### src/rtl/core/mra_pkg.sv
// Shared codes and report word layout for the mouse report accumulator.
package mra_pkg;

    typedef enum logic [2:0] {
        CMD_MOVE       = 3'd0,
        CMD_BUTTON     = 3'd1,
        CMD_WHEEL      = 3'd2,
        CMD_GET_REPORT = 3'd3,
        CMD_GET_LIST   = 3'd4,
        CMD_CLEAR      = 3'd5
    } t_cmd;

    typedef enum logic [1:0] {
        STATUS_OK          = 2'd0,
        STATUS_NOT_ENABLED = 2'd1,
        STATUS_BAD_PORT    = 2'd2,
        STATUS_NO_DEVICE   = 2'd3
    } t_status;

    localparam logic REG_ENABLED      = 1'b0;
    localparam logic REG_PORTS_IN_USE = 1'b1;

    typedef struct packed {
        logic              upd;
        logic [7:0]        btn;
        logic signed [7:0] x;
        logic signed [7:0] y;
        logic signed [7:0] w;
    } t_snap;

endpackage

### src/rtl/core/mra_ram.sv
// Generic single-write, single-read RAM with registered read data.
module mra_ram #(
    parameter int WIDTH = 8,
    parameter int DEPTH = 8
) (
    input  logic                                   i_clk,
    input  logic                                   i_we,
    input  logic [(DEPTH > 1 ? $clog2(DEPTH) : 1)-1:0] i_waddr,
    input  logic [WIDTH-1:0]                       i_wdata,
    input  logic                                   i_re,
    input  logic [(DEPTH > 1 ? $clog2(DEPTH) : 1)-1:0] i_raddr,
    output logic [WIDTH-1:0]                       o_rdata
);

    logic [WIDTH-1:0] r_mem [DEPTH];
    logic [WIDTH-1:0] r_rdata;

    always_ff @(posedge i_clk) begin
        if (i_we) begin
            r_mem[i_waddr] <= i_wdata;
        end
        if (i_re) begin
            r_rdata <= r_mem[i_raddr];
        end
    end

    assign o_rdata = r_rdata;

endmodule

### src/rtl/core/mouse_report_accumulator_unit.sv
// Mouse report accumulator: per-port state RAM, snapshot ring RAM and command sequencer.
//
//   channel   handshake                     payload
//   command   start / busy                  i_cmd, i_port, i_delta_x/y, i_button_mask,
//                                           i_pressed, i_wheel_delta
//   result    o_result_valid (one cycle)    o_status .. o_last
//   config    i_cfg_we                      i_cfg_idx, i_cfg_data
//
// Events and get/clear commands read the port entry at accept, then modify and write it back
// in the entry state. Get/clear errors found at accept answer on the next cycle, busy low;
// rejected events get no answer. A list of N reports goes through accept, entry, one
// snapshot read, then one word per cycle, bounded by the single read port of the snapshot RAM.
// Reset (i_rst_n low, synchronous) clears the port valid bits; the snapshot RAM is not cleared.
// The receiver cannot stall; each result word is shown for exactly one cycle.
module mouse_report_accumulator_unit #(
    parameter int PORTS      = 8,
    parameter int LIST_DEPTH = 8
) (
    input  logic              i_clk,
    input  logic              i_rst_n,
    input  logic              i_cfg_we,
    input  logic              i_cfg_idx,
    input  logic [3:0]        i_cfg_data,
    input  logic              start,
    output logic              busy,
    input  logic [2:0]        i_cmd,
    input  logic [6:0]        i_port,
    input  logic signed [7:0] i_delta_x,
    input  logic signed [7:0] i_delta_y,
    input  logic [7:0]        i_button_mask,
    input  logic              i_pressed,
    input  logic signed [7:0] i_wheel_delta,
    output logic              o_result_valid,
    output logic [1:0]        o_status,
    output logic              o_updated,
    output logic [7:0]        o_buttons,
    output logic signed [7:0] o_motion_x,
    output logic signed [7:0] o_motion_y,
    output logic signed [7:0] o_wheel_motion,
    output logic [3:0]        o_list_count,
    output logic              o_record_valid,
    output logic              o_last
);

    localparam int PW  = (PORTS > 1) ? $clog2(PORTS) : 1;
    localparam int IW  = (LIST_DEPTH > 1) ? $clog2(LIST_DEPTH) : 1;
    localparam int CW  = $clog2(LIST_DEPTH + 1);
    localparam int SD  = PORTS * LIST_DEPTH;
    localparam int SAW = (SD > 1) ? $clog2(SD) : 1;

    typedef struct packed {
        logic               present;
        logic               pending;
        logic [7:0]         btn;
        logic signed [15:0] sx;
        logic signed [15:0] sy;
        logic signed [15:0] sw;
        logic [IW-1:0]      wi;
        logic [CW-1:0]      cnt;
    } t_port_entry;

    localparam int PEW = $bits(t_port_entry);

    typedef enum logic [2:0] {
        S_IDLE = 3'b001,
        S_EXEC = 3'b010,
        S_LIST = 3'b100
    } t_state;

    function automatic logic signed [15:0] sat_add(input logic signed [15:0] a,
                                                   input logic signed [7:0] d);
        logic signed [16:0] s;
        s = 17'(a) + 17'(d);
        if (s > 17'sd32767) begin
            return 16'sh7fff;
        end else if (s < -17'sd32768) begin
            return 16'sh8000;
        end
        return s[15:0];
    endfunction

    function automatic logic signed [7:0] clamp8(input logic signed [15:0] a);
        if (a > 16'sd127) begin
            return 8'sd127;
        end else if (a < -16'sd128) begin
            return -8'sd128;
        end
        return a[7:0];
    endfunction

    // configuration
    logic       r_enabled;
    logic [3:0] r_ports_in_use;

    always_ff @(posedge i_clk) begin
        if (!i_rst_n) begin
            r_enabled      <= 1'b0;
            r_ports_in_use <= 4'd1;
        end else if (i_cfg_we) begin
            case (i_cfg_idx)
                mra_pkg::REG_ENABLED:      r_enabled      <= i_cfg_data[0];
                mra_pkg::REG_PORTS_IN_USE: r_ports_in_use <= i_cfg_data;
                default:                   r_enabled      <= r_enabled;
            endcase
        end
    end

    // control and latched command
    t_state            r_state, n_state;
    logic [PORTS-1:0]  r_pv;
    mra_pkg::t_cmd     r_cmd;
    logic [PW-1:0]     r_port_idx;
    logic signed [7:0] r_dx, r_dy, r_wd;
    logic [7:0]        r_mask;
    logic              r_pressed;
    logic              r_entry_v;

    // result word registers
    logic              r_out_v, n_out_v;
    mra_pkg::t_status  r_out_status, n_out_status;
    mra_pkg::t_snap    r_out_rep, n_out_rep;
    logic              r_out_rec, n_out_rec;

    // list streaming
    logic [IW-1:0]     r_lidx, n_lidx;
    logic [CW-1:0]     r_issued, n_issued;
    logic [CW-1:0]     r_total, n_total;
    logic [CW-1:0]     r_got, n_got;
    logic              r_snap_v, n_snap_v;

    // memories
    logic              pram_we, pram_re;
    t_port_entry       pram_wdata;
    logic [PEW-1:0]    pram_rdata;
    logic              sram_we, sram_re;
    logic [SAW-1:0]    sram_waddr, sram_raddr, snap_base;
    mra_pkg::t_snap    sram_wdata;
    logic [32:0]       sram_rdata;
    mra_pkg::t_snap    snap_rd;

    logic              acc, in_range, q_ok, list_last;
    mra_pkg::t_cmd     cmd_in;
    logic [PW-1:0]     port_idx_in;
    t_port_entry       cur, upd;
    mra_pkg::t_snap    rep;
    logic [IW-1:0]     wi_next;
    logic [CW-1:0]     cnt_next;
    logic [IW+1:0]     start_tmp;
    logic [IW-1:0]     start_idx;

    assign busy        = (r_state != S_IDLE);
    assign acc         = start && !busy;
    assign cmd_in      = mra_pkg::t_cmd'(i_cmd);
    assign port_idx_in = i_port[PW-1:0];
    assign in_range    = ({1'b0, i_port} < 8'(PORTS));
    assign q_ok        = ({1'b0, i_port} < {4'd0, r_ports_in_use});
    assign pram_re     = acc;
    assign snap_base   = SAW'(r_port_idx * LIST_DEPTH);
    assign snap_rd     = mra_pkg::t_snap'(sram_rdata);
    assign list_last   = r_snap_v && ((r_got + CW'(1)) == r_total);

    mra_ram #(.WIDTH(PEW), .DEPTH(PORTS)) u_port_ram (
        .i_clk   (i_clk),
        .i_we    (pram_we),
        .i_waddr (r_port_idx),
        .i_wdata (pram_wdata),
        .i_re    (pram_re),
        .i_raddr (port_idx_in),
        .o_rdata (pram_rdata)
    );

    mra_ram #(.WIDTH(33), .DEPTH(SD)) u_snap_ram (
        .i_clk   (i_clk),
        .i_we    (sram_we),
        .i_waddr (sram_waddr),
        .i_wdata (sram_wdata),
        .i_re    (sram_re),
        .i_raddr (sram_raddr),
        .o_rdata (sram_rdata)
    );

    // entry never written since reset reads as its reset value
    always_comb begin
        if (r_entry_v) begin
            cur = t_port_entry'(pram_rdata);
        end else begin
            cur         = '0;
            cur.present = (r_port_idx == '0);
        end
        rep.upd = cur.pending;
        rep.btn = cur.btn;
        rep.x   = clamp8(cur.sx);
        rep.y   = clamp8(cur.sy);
        rep.w   = clamp8(cur.sw);

        wi_next  = cur.wi;
        cnt_next = cur.cnt;
        if (cur.pending) begin
            wi_next = (cur.wi == IW'(LIST_DEPTH - 1)) ? '0 : cur.wi + IW'(1);
            if (cur.cnt != CW'(LIST_DEPTH)) begin
                cnt_next = cur.cnt + CW'(1);
            end
        end
        start_tmp = (IW+2)'(wi_next) + (IW+2)'(LIST_DEPTH) - (IW+2)'(cnt_next);
        if (start_tmp >= (IW+2)'(LIST_DEPTH)) begin
            start_tmp = start_tmp - (IW+2)'(LIST_DEPTH);
        end
        start_idx = start_tmp[IW-1:0];
    end

    always_comb begin
        n_state      = r_state;
        n_out_v      = 1'b0;
        n_out_status = mra_pkg::STATUS_OK;
        n_out_rep    = '0;
        n_out_rec    = 1'b0;
        n_lidx       = r_lidx;
        n_issued     = r_issued;
        n_total      = r_total;
        n_got        = r_got;
        n_snap_v     = 1'b0;
        pram_we      = 1'b0;
        upd          = cur;
        sram_we      = 1'b0;
        sram_waddr   = snap_base + SAW'(cur.wi);
        sram_wdata   = rep;
        sram_re      = 1'b0;
        sram_raddr   = snap_base + SAW'(r_lidx);

        case (r_state)
            S_IDLE: begin
                if (acc) begin
                    case (cmd_in)
                        mra_pkg::CMD_MOVE, mra_pkg::CMD_BUTTON, mra_pkg::CMD_WHEEL: begin
                            if (r_enabled && in_range) begin
                                n_state = S_EXEC;
                            end
                        end
                        mra_pkg::CMD_GET_REPORT, mra_pkg::CMD_GET_LIST,
                        mra_pkg::CMD_CLEAR: begin
                            if (!r_enabled) begin
                                n_out_v      = 1'b1;
                                n_out_status = mra_pkg::STATUS_NOT_ENABLED;
                            end else if (!in_range ||
                                         (cmd_in != mra_pkg::CMD_CLEAR && !q_ok)) begin
                                n_out_v      = 1'b1;
                                n_out_status = mra_pkg::STATUS_BAD_PORT;
                            end else begin
                                n_state = S_EXEC;
                            end
                        end
                        default: n_state = S_IDLE;
                    endcase
                end
            end
            S_EXEC: begin
                n_state = S_IDLE;
                case (r_cmd)
                    mra_pkg::CMD_MOVE: begin
                        upd.present = 1'b1;
                        upd.pending = 1'b1;
                        upd.sx      = sat_add(cur.sx, r_dx);
                        upd.sy      = sat_add(cur.sy, r_dy);
                        pram_we     = 1'b1;
                    end
                    mra_pkg::CMD_BUTTON: begin
                        upd.present = 1'b1;
                        upd.pending = 1'b1;
                        upd.btn     = r_pressed ? (cur.btn | r_mask) : (cur.btn & ~r_mask);
                        pram_we     = 1'b1;
                    end
                    mra_pkg::CMD_WHEEL: begin
                        upd.present = 1'b1;
                        upd.pending = 1'b1;
                        upd.sw      = sat_add(cur.sw, r_wd);
                        pram_we     = 1'b1;
                    end
                    mra_pkg::CMD_CLEAR: begin
                        upd.sx      = '0;
                        upd.sy      = '0;
                        upd.sw      = '0;
                        upd.pending = 1'b0;
                        upd.wi      = '0;
                        upd.cnt     = '0;
                        pram_we     = 1'b1;
                        n_out_v     = 1'b1;
                    end
                    mra_pkg::CMD_GET_REPORT: begin
                        n_out_v = 1'b1;
                        if (!cur.present) begin
                            n_out_status = mra_pkg::STATUS_NO_DEVICE;
                        end else begin
                            upd.sx      = '0;
                            upd.sy      = '0;
                            upd.sw      = '0;
                            upd.pending = 1'b0;
                            pram_we     = 1'b1;
                            n_out_rep   = rep;
                            n_out_rec   = 1'b1;
                        end
                    end
                    mra_pkg::CMD_GET_LIST: begin
                        if (!cur.present) begin
                            n_out_v      = 1'b1;
                            n_out_status = mra_pkg::STATUS_NO_DEVICE;
                        end else begin
                            // snapshot a pending report, then empty the ring
                            sram_we = cur.pending;
                            if (cur.pending) begin
                                upd.sx      = '0;
                                upd.sy      = '0;
                                upd.sw      = '0;
                                upd.pending = 1'b0;
                            end
                            upd.wi  = '0;
                            upd.cnt = '0;
                            pram_we = 1'b1;
                            if (cnt_next == '0) begin
                                n_out_v = 1'b1;
                            end else begin
                                n_state  = S_LIST;
                                n_lidx   = start_idx;
                                n_issued = '0;
                                n_total  = cnt_next;
                                n_got    = '0;
                            end
                        end
                    end
                    default: n_state = S_IDLE;
                endcase
            end
            S_LIST: begin
                if (r_issued != r_total) begin
                    sram_re  = 1'b1;
                    n_snap_v = 1'b1;
                    n_issued = r_issued + CW'(1);
                    n_lidx   = (r_lidx == IW'(LIST_DEPTH - 1)) ? '0 : r_lidx + IW'(1);
                end
                if (r_snap_v) begin
                    n_got = r_got + CW'(1);
                end
                if (list_last) begin
                    n_state = S_IDLE;
                end
            end
            default: n_state = S_IDLE;
        endcase
        pram_wdata = upd;
    end

    always_ff @(posedge i_clk) begin
        if (!i_rst_n) begin
            r_state  <= S_IDLE;
            r_pv     <= '0;
            r_out_v  <= 1'b0;
            r_snap_v <= 1'b0;
            r_issued <= '0;
            r_total  <= '0;
            r_got    <= '0;
        end else begin
            r_state  <= n_state;
            r_out_v  <= n_out_v;
            r_snap_v <= n_snap_v;
            r_issued <= n_issued;
            r_total  <= n_total;
            r_got    <= n_got;
            if (pram_we) begin
                r_pv[r_port_idx] <= 1'b1;
            end
        end
    end

    always_ff @(posedge i_clk) begin
        r_out_status <= n_out_status;
        r_out_rep    <= n_out_rep;
        r_out_rec    <= n_out_rec;
        r_lidx       <= n_lidx;
        if (acc) begin
            r_cmd      <= cmd_in;
            r_port_idx <= port_idx_in;
            r_dx       <= i_delta_x;
            r_dy       <= i_delta_y;
            r_wd       <= i_wheel_delta;
            r_mask     <= i_button_mask;
            r_pressed  <= i_pressed;
            r_entry_v  <= r_pv[port_idx_in];
        end
    end

    // list words come straight from the registered snapshot read port
    assign o_result_valid = r_out_v || r_snap_v;
    assign o_status       = r_snap_v ? mra_pkg::STATUS_OK : r_out_status;
    assign o_updated      = r_snap_v ? snap_rd.upd : r_out_rep.upd;
    assign o_buttons      = r_snap_v ? snap_rd.btn : r_out_rep.btn;
    assign o_motion_x     = r_snap_v ? snap_rd.x   : r_out_rep.x;
    assign o_motion_y     = r_snap_v ? snap_rd.y   : r_out_rep.y;
    assign o_wheel_motion = r_snap_v ? snap_rd.w   : r_out_rep.w;
    assign o_list_count   = r_snap_v ? 4'(r_total) : 4'd0;
    assign o_record_valid = r_snap_v ? 1'b1        : r_out_rec;
    assign o_last         = r_snap_v ? list_last   : r_out_v;

`ifndef NO_ASSERTIONS
    a_one_source: assert property (@(posedge i_clk) disable iff (!i_rst_n)
        !(r_out_v && r_snap_v))
        else $error("result word driven from two sources");

    a_issue_bound: assert property (@(posedge i_clk) disable iff (!i_rst_n)
        (r_state == S_LIST) |-> (r_issued <= r_total) && (r_got <= r_issued))
        else $error("list read count out of bounds");

    a_list_ends: assert property (@(posedge i_clk) disable iff (!i_rst_n)
        (r_snap_v && o_last) |=> !busy)
        else $error("sequencer still busy after final list word");

    a_exec_follows_accept: assert property (@(posedge i_clk) disable iff (!i_rst_n)
        (r_state == S_EXEC) |-> $past(start && !busy))
        else $error("entry cycle without an accepted command");
`endif

endmodule

### config.mk
export PLATFORM = sky130hd
export DESIGN_NAME = mouse_report_accumulator_unit
export DESIGN_NICKNAME = d
export VERILOG_FILES = /design/src/rtl/core/mra_pkg.sv /design/src/rtl/core/mra_ram.sv /design/src/rtl/core/mouse_report_accumulator_unit.sv
export SDC_FILE = /design/constraint.sdc
export NUM_CORES = 2
export LEC_CHECK = 0
export BUFFER_PORTS_ARGS = -buffer_cell sky130_fd_sc_hd__buf_4
export CAP_MARGIN = 20
export CORE_MARGIN = 5
export CORE_UTILIZATION = 43
export DETAILED_ROUTE_END_ITERATION = 16
export PLACE_DENSITY_LB_ADDON = 0.15
export SYNTH_ARGS = -nofsm -noshare
export SYNTH_HDL_FRONTEND = slang
export SYNTH_SLANG_ARGS = --single-unit
### constraint.sdc
create_clock -name i_clk -period 4.9 [get_ports i_clk]
set_input_delay 0.735 -clock i_clk [delete_from_list [all_inputs] [get_ports i_clk]]
set_output_delay 0.735 -clock i_clk [all_outputs]
set_load 0.01 [all_outputs]
# Word level (Yosys, flattened, before mapping)
# Memories as Yosys holds them, arrays and structs flattened. A register that Yosys moved wholly into a read port is not among the register bits.
# Index checks and enable logic that the tools add are counted.
# totals
register_bits	109
ram_bits	2632
inputBits	52
out_inout_bits	43
wordCells	240
n_memories	2
# memory_table
name	words	width	rd	rd_ports_with_merged_regs	write_ports	line	source
u_snap_ram.r_mem	64	33	1	1	1	mra_ram.sv:15	logic [WIDTH-1:0] r_mem [DEPTH];
u_port_ram.r_mem	8	65	1	1	1	mra_ram.sv:15	
# op_classes
addsub	13
order_cmp	18
n_eq_ne	30
mux	117
n_bitwise	6
reduce_logical	29
# op_table
op	n
two-way mux 16 bit	9
two-way mux 65 bit	2
case mux 32 bit (4 select lines)	1
two-way mux 8 bit	15
two-way mux 48 bit	2
case mux 16 bit (4 select lines)	1
two-way mux 55 bit	1
adder 16 x 8 -> 17 bit	3
> comparator 17 x 16 -> 1 bit (second input constant)	3
< comparator 17 x 16 -> 1 bit (second input constant)	3
> comparator 16 x 8 -> 1 bit (second input constant)	3
< comparator 16 x 8 -> 1 bit (second input constant)	3
two-way mux 3 bit	16
two-way mux 1 bit	42
two-way mux 4 bit	8
== test 3 bit (second input constant)	7
OR 8 bit	2
case mux 4 bit (2 select lines)	2
== test 3 x 2 -> 1 bit (second input constant)	5
AND reduction 5 bit	3
two-way mux 2 bit	7
inequality test 2 bit (second input constant)	7
case mux 7 bit (2 select lines)	1
adder 4 x 1 -> 4 bit (second input constant)	3
38 further kinds	64

# Longest topological paths before layout
# logic_depth
ltp_word	13
mapped_depth	25
depth_no_buf	16

# By module
# Synthesis repeated with hierarchy kept, for this count alone.
# hier_totals
hier_cells	5588
hier_area_um2	112203.9
# by_module_without_submodules
mod	instances	cells_each	area_per_inst_um2	seq_area_each_um2
mra_ram (u_snap_ram)	1	3610	81424.3	64411.8
mra_ram (u_port_ram)	1	829	21508.1	17566.8
mouse_report_accumulator_unit	1	1149	9271.4	2612.5

# Least setup slack after synthesis
# OpenSTA, ideal clock, no wires.
# synth_path
path_type	register to register
from	register r_entry_v
to	memory u_port_ram.r_mem[0][53] in the netlist's numbering, data pin
setup_time_ps	265
t_arrival_ps	5232
required_ps	4635
path_slack_ps	-597
stages_incl_launch_ff	24
n_path_buf	9
synth_period_minus_slack_ps	5497
path_cell_list	edfxtp_1 -> buf_2 -> buf_2 -> buf_2 -> buf_2 -> buf_2 -> buf_2 -> clkbuf_1 -> buf_1 -> nand2_1 -> xnor2_1 -> ha_1 -> a31o_2 -> a222oi_1 -> o41ai_1 -> maj3_2 -> a31o_1 -> a21o_1 -> a211oi_2 -> nor3_1 -> xnor2_1 -> clkbuf_1 -> nor2_1 -> o21ai_0
# synth_lines
element	line	source
start, declared	mouse_report_accumulator_unit.sv:116	logic r_entry_v;
start signal, assigned	mouse_report_accumulator_unit.sv:386	r_entry_v <= r_pv[port_idx_in];
end, declared	mra_ram.sv:15	

==> impl_metrics.tcl <==
set metrics [dict create \
    synthTopCellsByArea "edfxtp_1, mux4_2, dfxtp_1" \
    ys.warnings.count 0 \
    cts-buffers-inserted 311 \
    final.min_clock_period_ns 4.512 \
    die_w_um 518.9 \
    start_util_pct 43.27 \
    worst_slew_pin_slew_ns 1.042 \
    drc 0 \
    clockBufferDepth 4 \
    numPortBuffers 94 \
    status "complete, no violations" \
    vias 54310 \
    slew_violations 0 \
    p_switching_mw 11.24 \
    slew_headroom_pct 30.51 \
    ys_types 76 \
    synth_area_leader_cell "edfxtp_1" \
    setup_viol 0 \
    power_frac_clock_pct 42.1 \
    grt_pass1_vias 55400 \
    nets 5723 \
    p_int_mw 40.92 \
    hold_ws_ns 0.06953 \
    cp-start-kind "register" \
    synthArstFlopShare_pct 0 \
    crit_fanout 42 \
    drive_above_1_share_pct 29.95 \
    combPwrFrac_pct 5.3 \
    gp_congestion 0.8113 \
    p_per_area_nw_per_um2 404.9 \
    power_leakage_nw 41.42 \
    synth_top_cell_area_share_pct 74.77 \
    fin_skew_ns 0.06641 \
    grt_overflow 0 \
    peakVddDrop_mv 0.3765 \
    finalInstanceArea_um2 128800 \
    setup_tns_ns 0 \
    grt_pass1_wl_mm 413.0 \
    drt-total-wl_mm 287.5 \
    placed_area_um2 118800 \
    synth-main-ff-cell "edfxtp_1" \
    cts_setup_buffers 0 \
    worstSetupEndpointType "register" \
    netlist_instances 5208 \
    hold_class "in -> reg" \
    syn_to_final_growth_pct 15.68 \
    grt_max_degree 89 \
    dr.first_iter.drc_count 5673 \
    fin_util_pct 50.05 \
    ios 95 \
    die_area_um2 269300 \
    antenna_found_initial 8 \
    ys_seq_area_share_pct 75.95 \
    netlist_area_um2 111400 \
    cap_violations 0 \
    rows 186 \
    fmax_mhz 221.6 \
    hold_viol 0 \
    p_seq_share_pct 52.6 \
    cp_data_arrival_time_ns 5.20 \
    synth_fp_nets 5299 \
    required_ns 5.59 \
    dieHeight_um 518.9 \
    core_um2 257400 \
    synth_edf_count 2773 \
    rsz0062_at_grt "false" \
    cts_tree "done" \
    vias_per_cell 5.881 \
    cts-root-buf "clkbuf_16" \
    swShare_pct 21.55 \
    grt_use_total_pct 21.15 \
    period_share_pct 92.08 \
    worstSetupPathType "reg -> reg" \
    total_power_mw 52.16 \
    insertion_delay_ns 0.93 \
    syn_avg_cell_area_um2 21.38 \
    ant_nets 0 \
    dpl.hpwl_mm 166.4 \
    wl_per_cell_um 31.13 \
    clk_pin_slew_worst_paths_ns 0.06 \
    htree_levels 5 \
    clkSinkCount 2839 \
    first_pass_iters 5 \
    synth_seq_cells 2839 \
]
==> area by class of cell <==
type                            count  area, um2
Inverter                           51      196.4
Clock buffer                      399       8310
Tap cell                         3384       4234
Timing Repair Buffer              379       3933
Fill cell                       20500     128600
Clock inverter                    131       1105
Multi-Input combinational cell   2050      26450
Antenna cell                        2      5.005
Sequential cell                  2839      84590
==> worst paths after layout <==
path	startpoint	end	slack, ns	depth (start not counted)
worst min-delay path	i_button_mask[5]	r_mask[5]	0.07	1
worst max-delay path	r_entry_v	u_port_ram.r_mem[0][28]	0.39	17
worst max register to register	r_entry_v	u_port_ram.r_mem[0][28]	0.39	17
worst min register to register	r_ports_in_use[2]	r_ports_in_use[2]	0.46	2
==> layer usage <==
layer	vias up	wire, um	global-route usage (%)
met4	2	5915	4.472
met3	376	17800	3.621
li1	22640	-	-
met1	29430	126500	30.99
met2	1860	137200	33.71
met5	-	13	0
==> synthesized netlist by cell type, drive strengths merged (7+ instances only) <==
cell,n
edfxtp,2773
mux4,737
nor2,175
clkbuf,168
nand2,164
mux2i,131
mux2,112
buf,100
o21ai,97
a21oi,88
o22ai,86
dfxtp,66
inv,51
xnor2,49
and2,45
ha,38
nand3,25
nor2b,23
and3,22
nor3,22
xor2,21
nand2b,19
a22o,14
a21o,13
a221o,11
a31o,11
o21a,11
a211oi,9
a31oi,9
maj3,9
or3,8
a211o,7
a21boi,7
a32oi,7
nand4,7
nor4,7
o31ai,7
==> critical path: stages, from the launching register on <==
cell and delay (ns):
edfxtp_1 0.37, buf_12 0.24, nand2_1 0.14, inv_1 0.11
ha_1 0.24, ha_1 0.26, a21oi_1 0.08, or3_1 0.41
a221o_1 0.38, a222oi_1 0.38, nor3_1 0.14, o31ai_1 0.26
a21oi_1 0.15, nor2_1 0.14, a2bb2oi_2 0.18, nand2_2 0.21
o21ai_4 0.23, a221o_1 0.37
==> flip-flops by register name, summed over array words and instances (netlist names), 33 cells and up <==
name,flops
u_port_ram.o_rdata,65
r_out_rep,33
u_snap_ram.r_mem,2112
u_port_ram.r_mem,520
u_snap_ram.o_rdata,33
==> metrics by stage <==
stage                     std cells  setup WS [ns]
after floorplan                5208        -0.3259
after global placement         8659         0.1934
after detailed placement       8659         0.2065
after CTS                      9221         0.1860
after global routing           9234        0.06398
final                          9235         0.3881
==> placed cells by master (no fill, tap or decap), drive strengths merged, types with 17 or more instances in the layout <==
cell type and count:
xnor2 49, mux2 112, buf 347, o22ai 86
clkinv 105, and2 45, o21ai 97, dlygate4sd3 32
nor2 175, edfxtp 2773, nand3 25, mux4 737
a21oi 88, xor2 21, nor2b 23, and3 22
mux2i 131, ha 38, nand2 164, bufinv 17
nand2b 19, clkbuf 399, nor3 22, dfxtp 66
inv 54
==> power groups by stage <==
stage	Clock (mW)	Combinational [mW]	Sequential (mW)
after floorplan	0	1.57	27.9
after global placement	0	2.66	27.9
after detailed placement	0	2.72	27.9
after CTS	22.4	2.75	27.4
after global routing	23.4	3.00	27.4
final	22.0	2.78	27.4
==> what timing repair did <==
action | CTS | global route
setup endpoints to repair | 0 | 88
resized for setup | 0 | 2
hold buffers | 32 | 0
hold endpoints to repair | 32 | 0
==> cells by family (layout without fill, tap and decap cells) <==
family	Yosys count	count (layout)	share of synthesized area (%)
xor gates and xnor gates	70	70	0.5505
muxes	980	980	17.21
and+or+nand+nor	533	533	2.202
adders and majority gates	48	48	0.5269
DFF	2839	2839	75.95
buffers and inverters	319	960	1.104
other	0	2	0
AOI/OAI and AO/OA	419	419	2.450
(Power assumes the default switching activity.)
